[src/design/sss_pkg.sv]
package sss_pkg;

  localparam int unsigned SideBins = 64;
  localparam int unsigned BinCount = 2 * SideBins + 1;
  localparam int unsigned BinW     = 9;
  localparam int unsigned AddrW    = $clog2(BinCount);

  localparam logic [BinW-1:0] BinIdle     = 9'd511;
  localparam logic [7:0]      RssiFloor   = 8'd26;
  localparam logic [7:0]      SpanMin     = 8'd80;
  localparam logic [7:0]      PauseAfterTx = 8'd100;
  localparam logic [7:0]      PauseCarrier = 8'd40;
  localparam logic [7:0]      PauseSweep   = 8'd10;
  localparam logic [5:0]      DrawPeriod   = 6'd20;
  localparam logic [5:0]      SettleTicks  = 6'd3;

  // configuration register indexes
  localparam logic [2:0] RegPanOn   = 3'd0;
  localparam logic [2:0] RegCenter  = 3'd1;
  localparam logic [2:0] RegStep    = 3'd2;
  localparam logic [2:0] RegStepMin = 3'd3;
  localparam logic [2:0] RegStepMax = 3'd4;

  // commands from controller to datapath
  typedef struct packed {
    logic             clear;      // start clear sweep of store
    logic             mul_start;  // start tune frequency multiply
    logic [BinW-1:0]  mul_idx;
    logic             wr;         // store write
    logic [AddrW-1:0] wr_addr;
    logic [7:0]       wr_data;
    logic             scan_mm;    // start min/max scan
    logic             scan_pk;    // start peak scan
  } dp_cmd_t;

  typedef struct packed {
    logic        busy;
    logic [31:0] freq;
    logic [7:0]  max_lvl;
    logic [7:0]  min_lvl;
    logic [31:0] peak;
  } dp_sts_t;

  function automatic logic [7:0] clamp_rssi(input logic [8:0] v);
    logic [7:0] r;
    begin
      if (v > 9'd255) r = 8'd255;
      else if (v[7:0] < RssiFloor) r = RssiFloor;
      else r = v[7:0];
      return r;
    end
  endfunction

endpackage

[src/design/spectrum_sweep_sequencer_core.sv]
// channel | direction | handshake              | payload
// config  | in        | cfg_we_i               | cfg_idx_i, cfg_data_i
// item in | in        | in_valid_i / in_stall_o| tick flags and two RSSI readings
// result  | out       | out_valid_o/out_stall_i| tune, draw, status, levels, peak
// A plain tick goes straight to the result; a tune tick waits for one multiply in the datapath.
// A pause tick rescans the store once; a multiply follows when it tunes.
// A sweep-end tick walks the 129-entry store twice.
// After reset the store is zeroed, one entry a cycle, and no item is taken meanwhile.
// A result waits in its register while out_stall_i is high; no new item meanwhile.
module spectrum_sweep_sequencer_core (
  input  logic        clk_i,
  input  logic        rst_ni,
  input  logic        cfg_we_i,
  input  logic [2:0]  cfg_idx_i,
  input  logic [31:0] cfg_data_i,
  input  logic        in_valid_i,
  output logic        in_stall_o,
  input  logic        blocked_i,
  input  logic        transmitting_i,
  input  logic        monitoring_i,
  input  logic        squelch_open_i,
  input  logic [8:0]  center_rssi_i,
  input  logic [8:0]  sweep_rssi_i,
  input  logic        display_suppressed_i,
  output logic        out_valid_o,
  input  logic        out_stall_i,
  output logic        tune_valid_o,
  output logic [31:0] tune_freq_o,
  output logic        draw_request_o,
  output logic        screen_update_o,
  output logic        pan_enabled_o,
  output logic        sweeping_o,
  output logic [7:0]  rssi_max_o,
  output logic [7:0]  rssi_min_o,
  output logic [31:0] peak_freq_o,
  output logic [31:0] sweep_count_o
);
  import sss_pkg::*;

  logic        pan_on_q;
  logic [31:0] center_q, step_q, smin_q, smax_q, step_eff;
  dp_cmd_t     cmd;
  dp_sts_t     sts;

  // configuration registers
  always_ff @(posedge clk_i or negedge rst_ni) begin
    if (!rst_ni) begin
      pan_on_q <= 1'b0; center_q <= '0;
      step_q <= 32'd1250; smin_q <= 32'd125; smax_q <= 32'd2500;
    end else if (cfg_we_i) begin
      unique case (cfg_idx_i)
        RegPanOn:   pan_on_q <= cfg_data_i[0];
        RegCenter:  center_q <= cfg_data_i;
        RegStep:    step_q   <= cfg_data_i;
        RegStepMin: smin_q   <= cfg_data_i;
        RegStepMax: smax_q   <= cfg_data_i;
        default: ;
      endcase
    end
  end

  assign step_eff = (step_q < smin_q) ? smin_q : ((step_q > smax_q) ? smax_q : step_q);

  sss_ctrl u_ctrl (
    .clk_i, .rst_ni,
    .pan_on_i(pan_on_q), .center_freq_i(center_q),
    .in_valid_i, .in_stall_o,
    .blocked_i, .transmitting_i, .monitoring_i, .squelch_open_i,
    .center_rssi_i, .sweep_rssi_i, .display_suppressed_i,
    .out_valid_o, .out_stall_i,
    .tune_valid_o, .tune_freq_o, .draw_request_o, .screen_update_o,
    .pan_enabled_o, .sweeping_o, .rssi_max_o, .rssi_min_o,
    .peak_freq_o, .sweep_count_o,
    .cmd_o(cmd), .sts_i(sts)
  );

  sss_datapath u_dp (
    .clk_i, .rst_ni,
    .center_freq_i(center_q), .step_i(step_eff),
    .cmd_i(cmd), .sts_o(sts)
  );

endmodule

[src/design/sss_datapath.sv]
module sss_datapath (
  input  logic                   clk_i,
  input  logic                   rst_ni,
  input  logic [31:0]            center_freq_i,
  input  logic [31:0]            step_i,
  input  sss_pkg::dp_cmd_t       cmd_i,
  output sss_pkg::dp_sts_t       sts_o
);
  import sss_pkg::*;

  typedef enum logic [5:0] {
    DpIdle  = 6'b000001,
    DpClr   = 6'b000010,
    DpMul   = 6'b000100,
    DpMm    = 6'b001000,
    DpPk    = 6'b010000,
    DpPkF   = 6'b100000
  } dp_state_e;

  dp_state_e state_q, state_d;

  logic [7:0]       mem [BinCount];
  logic [7:0]       rd_q;
  logic [AddrW:0]   addr_q, addr_d;   // read address being issued
  logic [AddrW:0]   seen_q, seen_d;   // index of data in rd_q
  logic             rdv_q, rdv_d;
  logic [AddrW-1:0] rd_addr;
  logic             mem_we;
  logic [AddrW-1:0] mem_wa;
  logic [7:0]       mem_wd;

  logic [7:0]  hi_q, hi_d, lo_q, lo_d, thr_q, thr_d, best_q, best_d;
  logic [AddrW-1:0] bidx_q, bidx_d;
  logic        found_q, found_d;
  logic        pkreq_q, pkreq_d;  // peak scan follows the min/max scan
  logic [31:0] freq_q, freq_d, peak_q, peak_d;
  logic [BinW-1:0] midx_q, midx_d;
  logic        mfin_q, mfin_d;   // multiply is for peak result
  logic [7:0]  span;
  logic [AddrW-1:0] off;
  logic        neg;
  logic [63:0] prod;
  logic        excl;

  assign rd_addr = addr_q[AddrW-1:0];
  assign span = (hi_q - lo_q) < SpanMin ? SpanMin : (hi_q - lo_q);

  // offset magnitude from center, multiplied by the step combinationally
  always_comb begin
    if (midx_q >= BinW'(SideBins)) begin
      neg = 1'b0;
      off = AddrW'(midx_q - BinW'(SideBins));
    end else begin
      neg = 1'b1;
      off = AddrW'(BinW'(SideBins) - midx_q);
    end
    prod = 64'(step_i) * 64'(off);
  end

  assign excl = !((32'(seen_q) + 32'd1 < 32'(SideBins)) ||
                  (32'(seen_q) > 32'(SideBins) + 32'd1));

  always_comb begin
    state_d = state_q;
    addr_d  = addr_q;
    seen_d  = seen_q;
    rdv_d   = 1'b0;
    hi_d = hi_q; lo_d = lo_q; thr_d = thr_q; best_d = best_q;
    bidx_d = bidx_q; found_d = found_q; pkreq_d = pkreq_q;
    freq_d = freq_q; peak_d = peak_q;
    midx_d = midx_q; mfin_d = mfin_q;
    mem_we = cmd_i.wr;
    mem_wa = cmd_i.wr_addr;
    mem_wd = cmd_i.wr_data;
    unique case (state_q)
      DpIdle: begin
        if (cmd_i.clear) begin
          state_d = DpClr;
          addr_d  = '0;
        end else if (cmd_i.mul_start) begin
          state_d = DpMul;
          midx_d  = cmd_i.mul_idx;
          mfin_d  = 1'b0;
        end else if (cmd_i.scan_mm || cmd_i.scan_pk) begin
          state_d = cmd_i.scan_mm ? DpMm : DpPk;
          pkreq_d = cmd_i.scan_mm && cmd_i.scan_pk;
          addr_d  = '0;
          best_d  = '0;
          found_d = 1'b0;
          thr_d   = lo_q + {2'b00, span[7:2]};
        end
      end
      DpClr: begin
        mem_we = 1'b1;
        mem_wa = rd_addr;
        mem_wd = '0;
        addr_d = addr_q + 1'b1;
        if (addr_q == (AddrW+1)'(BinCount - 1)) state_d = DpIdle;
      end
      DpMul: begin
        freq_d = neg ? center_freq_i - prod[31:0] : center_freq_i + prod[31:0];
        if (mfin_q) peak_d = center_freq_i + (neg ? -prod[31:0] : prod[31:0]);
        state_d = DpIdle;
      end
      DpMm, DpPk: begin
        // one read issued per cycle, its result checked in the following cycle
        if (addr_q < (AddrW+1)'(BinCount)) begin
          rdv_d  = 1'b1;
          seen_d = addr_q;
          addr_d = addr_q + 1'b1;
        end
        if (rdv_q) begin
          if (state_q == DpMm) begin
            if (seen_q == '0) begin
              hi_d = rd_q; lo_d = rd_q;
            end else begin
              if (rd_q > hi_q) hi_d = rd_q;
              if (rd_q < lo_q) lo_d = rd_q;
            end
          end else if (best_q < rd_q && rd_q >= thr_q && !excl) begin
            best_d = rd_q; bidx_d = seen_q[AddrW-1:0]; found_d = 1'b1;
          end
        end
        if (!rdv_q && addr_q == (AddrW+1)'(BinCount)) begin
          if (state_q == DpMm) begin
            state_d = pkreq_q ? DpPk : DpIdle;
            pkreq_d = 1'b0;
            addr_d  = '0;
            best_d  = '0;
            found_d = 1'b0;
            thr_d   = lo_q + {2'b00, span[7:2]};
          end else state_d = DpPkF;
        end
      end
      DpPkF: begin
        if (found_q) begin
          state_d = DpMul;
          midx_d  = BinW'(bidx_q);
          mfin_d  = 1'b1;
        end else begin
          peak_d  = '0;
          state_d = DpIdle;
        end
      end
      default: state_d = DpIdle;
    endcase
  end

  always_ff @(posedge clk_i) begin
    if (mem_we) mem[mem_wa] <= mem_wd;
    rd_q <= mem[rd_addr < AddrW'(BinCount) ? rd_addr : '0];
  end

  always_ff @(posedge clk_i or negedge rst_ni) begin
    if (!rst_ni) begin
      state_q <= DpClr;
      addr_q <= '0; seen_q <= '0; rdv_q <= 1'b0;
      hi_q <= '0; lo_q <= '0; thr_q <= '0; best_q <= '0;
      bidx_q <= '0; found_q <= 1'b0; freq_q <= '0; peak_q <= '0;
      midx_q <= '0; mfin_q <= 1'b0; pkreq_q <= 1'b0;
    end else begin
      state_q <= state_d;
      addr_q <= addr_d; seen_q <= seen_d; rdv_q <= rdv_d;
      hi_q <= hi_d; lo_q <= lo_d; thr_q <= thr_d; best_q <= best_d;
      bidx_q <= bidx_d; found_q <= found_d; freq_q <= freq_d; peak_q <= peak_d;
      midx_q <= midx_d; mfin_q <= mfin_d; pkreq_q <= pkreq_d;
    end
  end

  assign sts_o.busy    = (state_q != DpIdle);
  assign sts_o.freq    = freq_q;
  assign sts_o.max_lvl = hi_q;
  assign sts_o.min_lvl = lo_q;
  assign sts_o.peak    = peak_q;

  // minimum never exceeds maximum when a min/max scan ends in idle
  a_minmax: assert property (@(posedge clk_i) disable iff (!rst_ni)
    (state_q == DpIdle && $past(state_q) == DpMm) |-> lo_q <= hi_q)
    else $error("min above max");
  a_clr_done: assert property (@(posedge clk_i) disable iff (!rst_ni)
    (state_q == DpClr && addr_q == (AddrW+1)'(BinCount - 1)) |=> state_q == DpIdle)
    else $error("clear sweep overrun");
  a_mul_one: assert property (@(posedge clk_i) disable iff (!rst_ni)
    state_q == DpMul |=> state_q == DpIdle)
    else $error("multiply took more than one cycle");

endmodule

[src/design/sss_ctrl.sv]
module sss_ctrl (
  input  logic                   clk_i,
  input  logic                   rst_ni,
  input  logic                   pan_on_i,
  input  logic [31:0]            center_freq_i,
  input  logic                   in_valid_i,
  output logic                   in_stall_o,
  input  logic                   blocked_i,
  input  logic                   transmitting_i,
  input  logic                   monitoring_i,
  input  logic                   squelch_open_i,
  input  logic [8:0]             center_rssi_i,
  input  logic [8:0]             sweep_rssi_i,
  input  logic                   display_suppressed_i,
  output logic                   out_valid_o,
  input  logic                   out_stall_i,
  output logic                   tune_valid_o,
  output logic [31:0]            tune_freq_o,
  output logic                   draw_request_o,
  output logic                   screen_update_o,
  output logic                   pan_enabled_o,
  output logic                   sweeping_o,
  output logic [7:0]             rssi_max_o,
  output logic [7:0]             rssi_min_o,
  output logic [31:0]            peak_freq_o,
  output logic [31:0]            sweep_count_o,
  output sss_pkg::dp_cmd_t       cmd_o,
  input  sss_pkg::dp_sts_t       sts_i
);
  import sss_pkg::*;

  typedef enum logic [3:0] {
    StIdle = 4'b0001,
    StWait = 4'b0010,   // datapath working for this item
    StFin  = 4'b0100,   // start tune multiply once the scan is done
    StOut  = 4'b1000
  } st_e;

  st_e st_q, st_d;
  logic        active_q, active_d;
  logic [7:0]  pause_q, pause_d;
  logic [BinW-1:0] bin_q, bin_d;
  logic [5:0]  settle_q, settle_d;
  logic [31:0] sweeps_q, sweeps_d;
  logic        tv_q, tv_d, tfc_q, tfc_d, draw_q, draw_d, upd_q, upd_d;
  logic        oval_q, oval_d;
  logic [31:0] tf_q, tf_d;
  logic        take;
  dp_cmd_t     cmd;
  logic [7:0]  p1;

  assign in_stall_o = (st_q != StIdle) || sts_i.busy || oval_q;
  assign take = in_valid_i && !in_stall_o;

  always_comb begin
    st_d = st_q; active_d = active_q; pause_d = pause_q; bin_d = bin_q;
    settle_d = settle_q; sweeps_d = sweeps_q;
    tv_d = tv_q; tfc_d = tfc_q; tf_d = tf_q; draw_d = draw_q; upd_d = upd_q;
    oval_d = oval_q && out_stall_i;
    cmd = '0;
    p1 = '0;
    unique case (st_q)
      StIdle: if (take) begin
        tv_d = 1'b0; tfc_d = 1'b0; tf_d = '0; draw_d = 1'b0; upd_d = 1'b0;
        st_d = StOut;
        if (!pan_on_i || blocked_i) begin
          if (active_q) begin
            active_d = 1'b0; sweeps_d = '0; bin_d = '0; settle_d = SettleTicks;
            if (!transmitting_i) begin tv_d = 1'b1; tf_d = center_freq_i; end
            upd_d = 1'b1;
          end
        end else if (transmitting_i || monitoring_i) begin
          bin_d = BinIdle;
        end else if (!active_q) begin
          bin_d = '0; settle_d = SettleTicks; pause_d = '0; active_d = 1'b1;
          upd_d = 1'b1; tv_d = 1'b1; tfc_d = 1'b1;
          cmd.mul_start = 1'b1; cmd.mul_idx = '0;
          st_d = StWait;
        end else if (bin_q >= BinW'(BinCount)) begin
          pause_d = PauseAfterTx; bin_d = '0; settle_d = SettleTicks;
        end else if (pause_q != 0) begin
          cmd.wr = 1'b1; cmd.wr_addr = AddrW'(SideBins);
          cmd.wr_data = clamp_rssi(center_rssi_i);
          cmd.scan_mm = 1'b1;
          st_d = StWait;
          p1 = squelch_open_i ? PauseCarrier : pause_q - 8'd1;
          pause_d = p1;
          if (p1 != 0) begin
            if (settle_q <= 6'd1) begin
              settle_d = DrawPeriod;
              draw_d = !display_suppressed_i;
            end else settle_d = settle_q - 6'd1;
          end else begin
            // pause ends: tune current bin; the first settle tick passes at once
            tv_d = 1'b1; tfc_d = 1'b1; settle_d = SettleTicks - 6'd1;
            st_d = StFin;  // multiply after scan completes
          end
        end else if (settle_q >= 6'd1) begin
          settle_d = settle_q - 6'd1;
        end else begin
          cmd.wr = 1'b1; cmd.wr_addr = AddrW'(bin_q);
          cmd.wr_data = clamp_rssi(sweep_rssi_i);
          tv_d = 1'b1;
          if (bin_q + 1'b1 >= BinW'(BinCount)) begin
            bin_d = '0; settle_d = SettleTicks; pause_d = PauseSweep;
            tf_d = center_freq_i;
            if (sweeps_q != '1) sweeps_d = sweeps_q + 32'd1;
            cmd.scan_mm = 1'b1; cmd.scan_pk = 1'b1;
            draw_d = !display_suppressed_i;
            st_d = StWait;
          end else begin
            bin_d = bin_q + 1'b1; pause_d = '0; tfc_d = 1'b1;
            cmd.mul_start = 1'b1; cmd.mul_idx = bin_q + 1'b1;
            st_d = StWait;
          end
        end
      end
      StFin: if (!sts_i.busy) begin
        cmd.mul_start = 1'b1; cmd.mul_idx = bin_q;
        st_d = StWait;
      end
      StWait: if (!sts_i.busy) st_d = StOut;
      StOut: begin
        if (tfc_q) tf_d = sts_i.freq;
        oval_d = 1'b1;
        st_d = StIdle;
      end
      default: st_d = StIdle;
    endcase
  end

  always_ff @(posedge clk_i or negedge rst_ni) begin
    if (!rst_ni) begin
      st_q <= StIdle; active_q <= 1'b0; pause_q <= '0; bin_q <= '0;
      settle_q <= '0; sweeps_q <= '0; tv_q <= 1'b0; tfc_q <= 1'b0;
      tf_q <= '0; draw_q <= 1'b0; upd_q <= 1'b0; oval_q <= 1'b0;
    end else begin
      st_q <= st_d; active_q <= active_d; pause_q <= pause_d; bin_q <= bin_d;
      settle_q <= settle_d; sweeps_q <= sweeps_d; tv_q <= tv_d; tfc_q <= tfc_d;
      tf_q <= tf_d; draw_q <= draw_d; upd_q <= upd_d; oval_q <= oval_d;
    end
  end

  assign cmd_o = cmd;
  assign out_valid_o    = oval_q;
  assign tune_valid_o   = tv_q;
  assign tune_freq_o    = tf_q;
  assign draw_request_o = draw_q;
  assign screen_update_o = upd_q;
  assign pan_enabled_o  = active_q;
  assign sweeping_o     = pan_on_i && active_q && (pause_q == 0);
  assign rssi_max_o     = sts_i.max_lvl;
  assign rssi_min_o     = sts_i.min_lvl;
  assign peak_freq_o    = sts_i.peak;
  assign sweep_count_o  = sweeps_q;

  a_no_take_busy: assert property (@(posedge clk_i) disable iff (!rst_ni)
    take |-> !sts_i.busy && !oval_q)
    else $error("item taken while busy");
  a_out_after: assert property (@(posedge clk_i) disable iff (!rst_ni)
    st_q == StOut |=> oval_q)
    else $error("result not presented");
  a_tv_freq: assert property (@(posedge clk_i) disable iff (!rst_ni)
    (oval_q && !tv_q) |-> tf_q == '0)
    else $error("tune freq nonzero without tune");

endmodule
[config.mk]
export PLATFORM = sky130hd
export DESIGN_NAME = spectrum_sweep_sequencer_core
export DESIGN_NICKNAME = d
export VERILOG_FILES = /design/src/design/sss_pkg.sv /design/src/design/spectrum_sweep_sequencer_core.sv /design/src/design/sss_datapath.sv /design/src/design/sss_ctrl.sv
export SDC_FILE = /design/constraint.sdc
export NUM_CORES = 2
export LEC_CHECK = 0
export ABC_AREA = 0
export BUFFER_PORTS_ARGS = -buffer_cell sky130_fd_sc_hd__buf_2
export CAP_MARGIN = 25
export CORE_MARGIN = 10
export CORE_UTILIZATION = 46
export DETAILED_ROUTE_END_ITERATION = 7
export PLACE_DENSITY = 0.62
export SLEW_MARGIN = 20
export SYNTH_ARGS = -nofsm -noshare
export SYNTH_HDL_FRONTEND = slang
export SYNTH_HIERARCHICAL = 1
export SYNTH_SLANG_ARGS = --single-unit
[constraint.sdc]
create_clock -name clk_i -period 17.9 [get_ports clk_i]
set_input_delay 0.895 -clock clk_i [delete_from_list [all_inputs] [get_ports clk_i]]
set_output_delay 0.895 -clock clk_i [all_outputs]
set_load 0.02 [all_outputs]
Word level (Yosys, flattened, before mapping)
Memory sizes are Yosys's and may differ from the RTL's. A register that Yosys moved wholly into a read port is not among the register bits.
Index checks and enable logic that the tools add are counted.
{"block": "op_classes", "add_sub_neg": 14, "multipliers": 1, "n_lt_le_gt_ge": 20, "n_eq_ne": 42, "mux": 175, "n_bitwise": 3, "reduce_logical": 56}
{"op": "32-bit 2-to-1 mux", "count": 26}
{"op": "8-bit 2-to-1 mux", "count": 29}
{"op": "29-bit 2-to-1 mux", "count": 5}
{"op": "9-bit 2-to-1 mux", "count": 15}
{"op": "32-bit case mux with 2 select lines", "count": 2}
{"op": "6-bit 2-to-1 mux", "count": 15}
{"op": "32-bit adder", "count": 2}
{"op": "1-bit 2-to-1 mux", "count": 51}
{"op": "10-bit 2-to-1 mux", "count": 4}
{"op": "4-bit 2-to-1 mux", "count": 10}
{"op": "19-bit 2-to-1 mux", "count": 2}
{"op": "32-bit by 1-bit adder with 32-bit output, second input constant", "count": 1}
{"op": "32-bit greater-than comparator", "count": 1}
{"op": "32-bit less-than comparator", "count": 1}
{"op": "32-bit by 7-bit less-than comparator with 1-bit output, second input constant", "count": 1}
{"op": "32-bit by 8-bit multiplier with 32-bit output", "count": 1}
{"op": "32-bit != test, second input constant", "count": 1}
{"op": "32-bit negator", "count": 1}
{"op": "8-bit case mux with 2 select lines", "count": 2}
{"op": "32-bit subtractor", "count": 1}
{"op": "9-bit case mux with 3 select lines", "count": 1}
{"op": "2-bit by 1-bit != test with 1-bit output, second input constant", "count": 13}
{"op": "6-bit case mux with 4 select lines", "count": 1}
{"op": "3-bit AND reduction", "count": 8}
{"op": "other kinds (65)", "count": 117}
{"block": "totals", "regBits": 367, "ram_bits": 1032, "inputBits": 63, "output_inout_bits": 119, "wordCells": 344, "n_memories": 1}
{"memory": "u_dp.mem", "depth": 129, "width": 8, "rd": 1, "rd_ports_with_merged_regs": 1, "write_ports": 1, "line_no": "sss_datapath.sv:22", "rtl": "logic [7:0] mem [BinCount];"}

Depth between registers and ports, before layout
{"block": "logic_depth", "ltp_word": 15, "mapped_depth": 41}

Modules after synthesis
The synthesis kept the hierarchy.
{"mod": "sss_datapath", "n_inst": 1, "cells_each": 3804, "area_per_inst_um2": 56509.2}
{"mod": "spectrum_sweep_sequencer_core", "n_inst": 1, "cells_each": 693, "area_per_inst_um2": 7277.0}
{"mod": "sss_ctrl", "n_inst": 1, "cells_each": 745, "area_per_inst_um2": 6398.6}

Worst setup path after synthesis
No wires, ideal clock.
{"block": "synth_timing", "kind": "register -> register", "from": "register smax_q[7]", "to": "register u_dp.freq_q[31]", "setup_time_ps": 125, "t_arrival_ps": 9018, "required_time_ps": 17775, "path_slack_ps": 8757, "stages_incl_launch_ff": 38, "period_less_slack_ps": 9143, "cell_sequence": "dfstp_2 > inv_1 > ha_1 > a21oi_1 > o21ai_0 > o2bb2ai_1 > o31ai_1 > buf_2 > nand3_1 > a31oi_1 > nand2b_1 > fa_1 > fa_1 > inv_1 > fa_1 > inv_1 > fa_1 > inv_1 > [... 2 more ...] > a221oi_2 > xnor2_1 > nor3_1 > nand2_1 > nor4_1 > nor4bb_1 > nor2_1 > xnor2_1 > ha_1 > nand3_1 > o31a_1 > or2_2 > a31oi_1 > o221a_2 > o21ai_0 > a21oi_1 > xnor2_1 > mux2_2"}
{"block": "synth_between", "elab_chain_len": 6, "elab_cells_between_ends": 7, "classes_between": "add/sub (2); mul (1); order compare (1); mux (3)"}
{"item": "start, declared", "line_no": "spectrum_sweep_sequencer_core.sv:41", "rtl": "logic [31:0] center_q, step_q, smin_q, smax_q, step_eff;"}
{"item": "start signal, assigned", "line_no": "spectrum_sweep_sequencer_core.sv:56", "rtl": "RegStepMax: smax_q <= cfg_data_i;"}
{"item": "32-bit greater-than comparator *", "line_no": "spectrum_sweep_sequencer_core.sv:62", "rtl": "assign step_eff = (step_q < smin_q) ? smin_q : ((step_q > smax_q) ? smax_q : step_q);"}
{"item": "32-bit 2-to-1 mux * (2 in a row)", "line_no": "spectrum_sweep_sequencer_core.sv:62"}
{"item": "net step_eff[5]", "line_no": "spectrum_sweep_sequencer_core.sv:41"}
{"item": "32-bit by 8-bit multiplier with 32-bit output *", "line_no": "sss_datapath.sv:57", "rtl": "prod = 64'(step_i) * 64'(off);"}
{"item": "32-bit subtractor or 32-bit adder (tied branches)", "line_no": "sss_datapath.sv:101", "rtl": "freq_d = neg ? center_freq_i - prod[31:0] : center_freq_i + prod[31:0];"}
{"item": "32-bit 2-to-1 mux *", "line_no": "sss_datapath.sv:101"}
{"item": "end signal, assigned", "line_no": "sss_datapath.sv:165", "rtl": "bidx_q <= bidx_d; found_q <= found_d; freq_q <= freq_d; peak_q <= peak_d;"}
{"item": "end, declared", "line_no": "sss_datapath.sv:36", "rtl": "logic [31:0] freq_q, freq_d, peak_q, peak_d;"}
Mark *: on every way through the listed nets, which the timed path passes. The rest lies on a longest branch.
A chain may end at the register's enable or synchronous reset.

Final worst setup path
{"block": "layout_timing", "from": "register smax_q[11]", "to": "register u_dp.freq_q[31]"}
Same word-level chain as after synthesis.

==> out/results.ini <==
[placed_design]
dpl.hpwl_um = 122000
port_buffers = 181
dpl-instance-area_um2 = 72900
gp_congestion = 0.859
dpl.cell_count = 7212

[routing]
drt-total-wl_um = 184000
num_vias = 44300
ant_nets = 0
route.detailed.drc = 0
via_per_inst = 5.92
initialDrtViolationCount = 4220
post_drt_wl_per_cell_um = 24.6
firstDrtPassIters = 6

[finish]
final_cells = 7488
fin_nets = 5753
nFillCells = 12900
utilization = 0.514
area_growth_pct = 11.1
design_area_um2 = 78000
drive_above_1_share = 0.173

[cts]
cts_tree = done
cts_max_level = 4
numCtsBuffers = 148
cts.sinks = 1407
clock_path_buffers = 3
cts.repair.resized = 0
clock_latency_ns = 0.80
hold_buffers = 0
clkTransAtPathRegs_ns = 0.06
post_cts_buffers = 0
cts-root-buf = clkbuf_16

[worst_setup_path]
path_class = reg -> reg
cp_top_family = compound AO/OA/AOI/OAI gates
required_ns = 18.56
crit_buf_inv = 4
cp-startpoint = smax_q[11]$_DFFE_PN1P_
end_kind = flop
worstRegToRegCells = 36
critPathArrivalTime_ns = 11.82
cp_max_fo = 32
slowest_delay_ns = 0.84
start_kind = flop
r2r_start = smax_q[11]$_DFFE_PN1P_
crit_cells = 36
crit_path_top_delay_cell = a2111oi_0

[synthesis]
ys_warn_count = 6
synth_area_um2 = 70200
yosysSeqAreaShare = 0.575
post_synth.cell_area_avg_um2 = 13.4
ys_top_cells_by_area = edfxtp_1 (44%), dfrtp_1 (12%), mux4_2 (6.4%)
ys.flop_type = edfxtp_1
yosysUniqueCellTypes = 105
synth_top_area_frac = 0.442
syn_nets = 5655
synthArstFlopShare = 0.261
synth_edf_count = 1032
ys_seq_elements = 1407
synth_largest_area_cell = edfxtp_1
synthCells = 5242

[timing]
fin_tns_setup_ns = 0
hold_viol = 0
slew_viol_final = 0
fmax_mhz = 89.6
fin_crit_sh = 0.623
rsz0062_at_grt = false
min_period_ns = 11.16
setup_viol = 0
tightest_slew_ns = 1.07
slew_headroom = 0.284
finClkSkew_ns = 0.0650

[run]
max_cap_viol_count = 0

[outcome]
status = complete, no violations

[floorplan]
start_util = 0.463
die_area_um2 = 169000
rows = 143
io_pins = 182
die_width_um = 411
coreArea_um2 = 152000
die_h_um = 411

[grt]
grt_pass1_vias = 44200
grt-ovfl-total = 0
grt_max_degree = 126
antenna_found_initial = 1
grt_pass1_wl_um = 282000
track_usage = 0.215

[hold_path]
hold_path.class = in -> async

## area by class of cell
class                           instances  area, um2  area share
Inverter                              277       1040      0.0133
Multi-Input combinational cell       3247      27500       0.352
Antenna cell                            1       2.50   0.0000321
Tap cell                             2030       2540      0.0326
Clock buffer                          171       3860      0.0495
Sequential cell                      1407      40400       0.517
Timing Repair Buffer                  259       1680      0.0215
Clock inverter                         96       1050      0.0135
## logic make-up (layout without fill, tap and decap cells)
| logic type | count (synthesis) | in the layout | synth area share |
|---|---|---|---|
| other | 1 | 2 | 0.0000534 |
| AND/OR/NAND/NOR | 1246 | 1246 | 0.0862 |
| adder cells (fa/ha/maj) | 350 | 350 | 0.0793 |
| AO/OA/AOI/OAI | 940 | 940 | 0.0861 |
| multiplexers | 594 | 594 | 0.123 |
| flip-flops | 1407 | 1407 | 0.575 |
| buffers and inverters | 588 | 803 | 0.0354 |
| XOR/XNOR | 116 | 116 | 0.0145 |
## worst register-to-register path, delay by kind of cell, from the launching register on
family,cells,cell delay [ns]
AO/OA/AOI/OAI,11,4.07
XOR/XNOR,3,0.40
adder cells (fa/ha/maj),7,2.98
buffers and inverters,4,0.19
flip-flops,1,0.53
multiplexers,1,0.27
AND/OR/NAND/NOR,10,2.63
## synthesized netlist by cell type, drive strengths merged (24+ instances only)
cell and n:
clkbuf 193, o31ai 24, xnor2 85, a21o 48
fa 158, nand3 84, and2 82, nor2b 115
a31oi 52, nand4 34, o22ai 143, a211oi 79
nand2 382, nand2b 38, and3 44, buf 118
a21oi 186, mux2 173, mux4 200, a22o 31
mux2i 221, nor2 305, dfrtp 349, xor2 31
o21ai 234, nor3 66, inv 277, edfxtp 1032
ha 192
## layout by cell type (no fill, tap or decap), types with 13 or more instances in the layout
cell / instances
a21o_1: 48
fa_1: 158
ha_1: 192
and2_1: 74
a31oi_1: 51
clkinv_2: 26
buf_2: 180
buf_4: 63
o21ai_1: 39
nor2_1: 298
mux2i_1: 221
xor2_1: 31
inv_1: 276
edfxtp_1: 1032
mux2_2: 173
nor4_1: 15
mux4_2: 200
nand2_1: 377
nand3_1: 83
nor3_1: 65
nor2b_1: 113
o21bai_1: 13
nand2b_1: 37
dfstp_2: 18
or3_1: 15
and3_1: 43
a21oi_1: 183
o21a_1: 18
a211oi_1: 78
dfrtp_1: 347
bufinv_16: 13
clkbuf_1: 17
xnor2_1: 83
a22o_1: 31
nand4_1: 33
clkbuf_16: 149
clkinv_1: 29
o22ai_1: 143
o21ai_0: 191
o31ai_1: 22
## path summary, 6_finish.rpt
| check | to | slack, ns |
|---|---|---|
| min in group clk_i | u_ctrl/out_valid_o$_DFF_PN0_ | 0.31 |
| setup reg to reg | u_dp/freq_q[31]$_DFFE_PN0P_ | 6.74 |
| setup / recovery | u_dp/freq_q[31]$_DFFE_PN0P_ | 6.74 |
| hold reg to reg | u_dp/freq_q[0]$_DFFE_PN0P_ | 0.48 |
| hold / removal | center_q[9]$_DFFE_PN0P_ | 0.13 |
| max in group asynchronous | u_ctrl/settle_q[2]$_DFFE_PN0P_ | 16.20 |
## state kept, by name (all words and copies together), names as in the netlist, 32 cells and up
signal                count
center_q                 32
smax_q                   32
u_dp/mem               1032
u_dp/freq_q              32
step_q                   32
u_dp/peak_q              32
u_ctrl/tune_freq_o       32
smin_q                   32
u_ctrl/sweep_count_o     32
## layer usage
layer,vias to the layer above,routed length [um],GRT usage
li1,19700,-,-
met1,22700,77400,0.296
met2,1605,88400,0.350
met3,314,12300,0.0335
met4,4,5950,0.0709
met5,-,36,0
## stage by stage
step	hold slack, ns	setup slack, ns
after floorplan	0.429	8.76
after global placement	0.462	7.00
after detailed placement	0.463	6.81
after CTS	0.152	6.77
after global routing	0.215	5.79
final	0.125	6.74
Power is left out: the tool's default activity adds up to more than one toggle a clock period on the data nets, which glitch-free logic cannot reach.
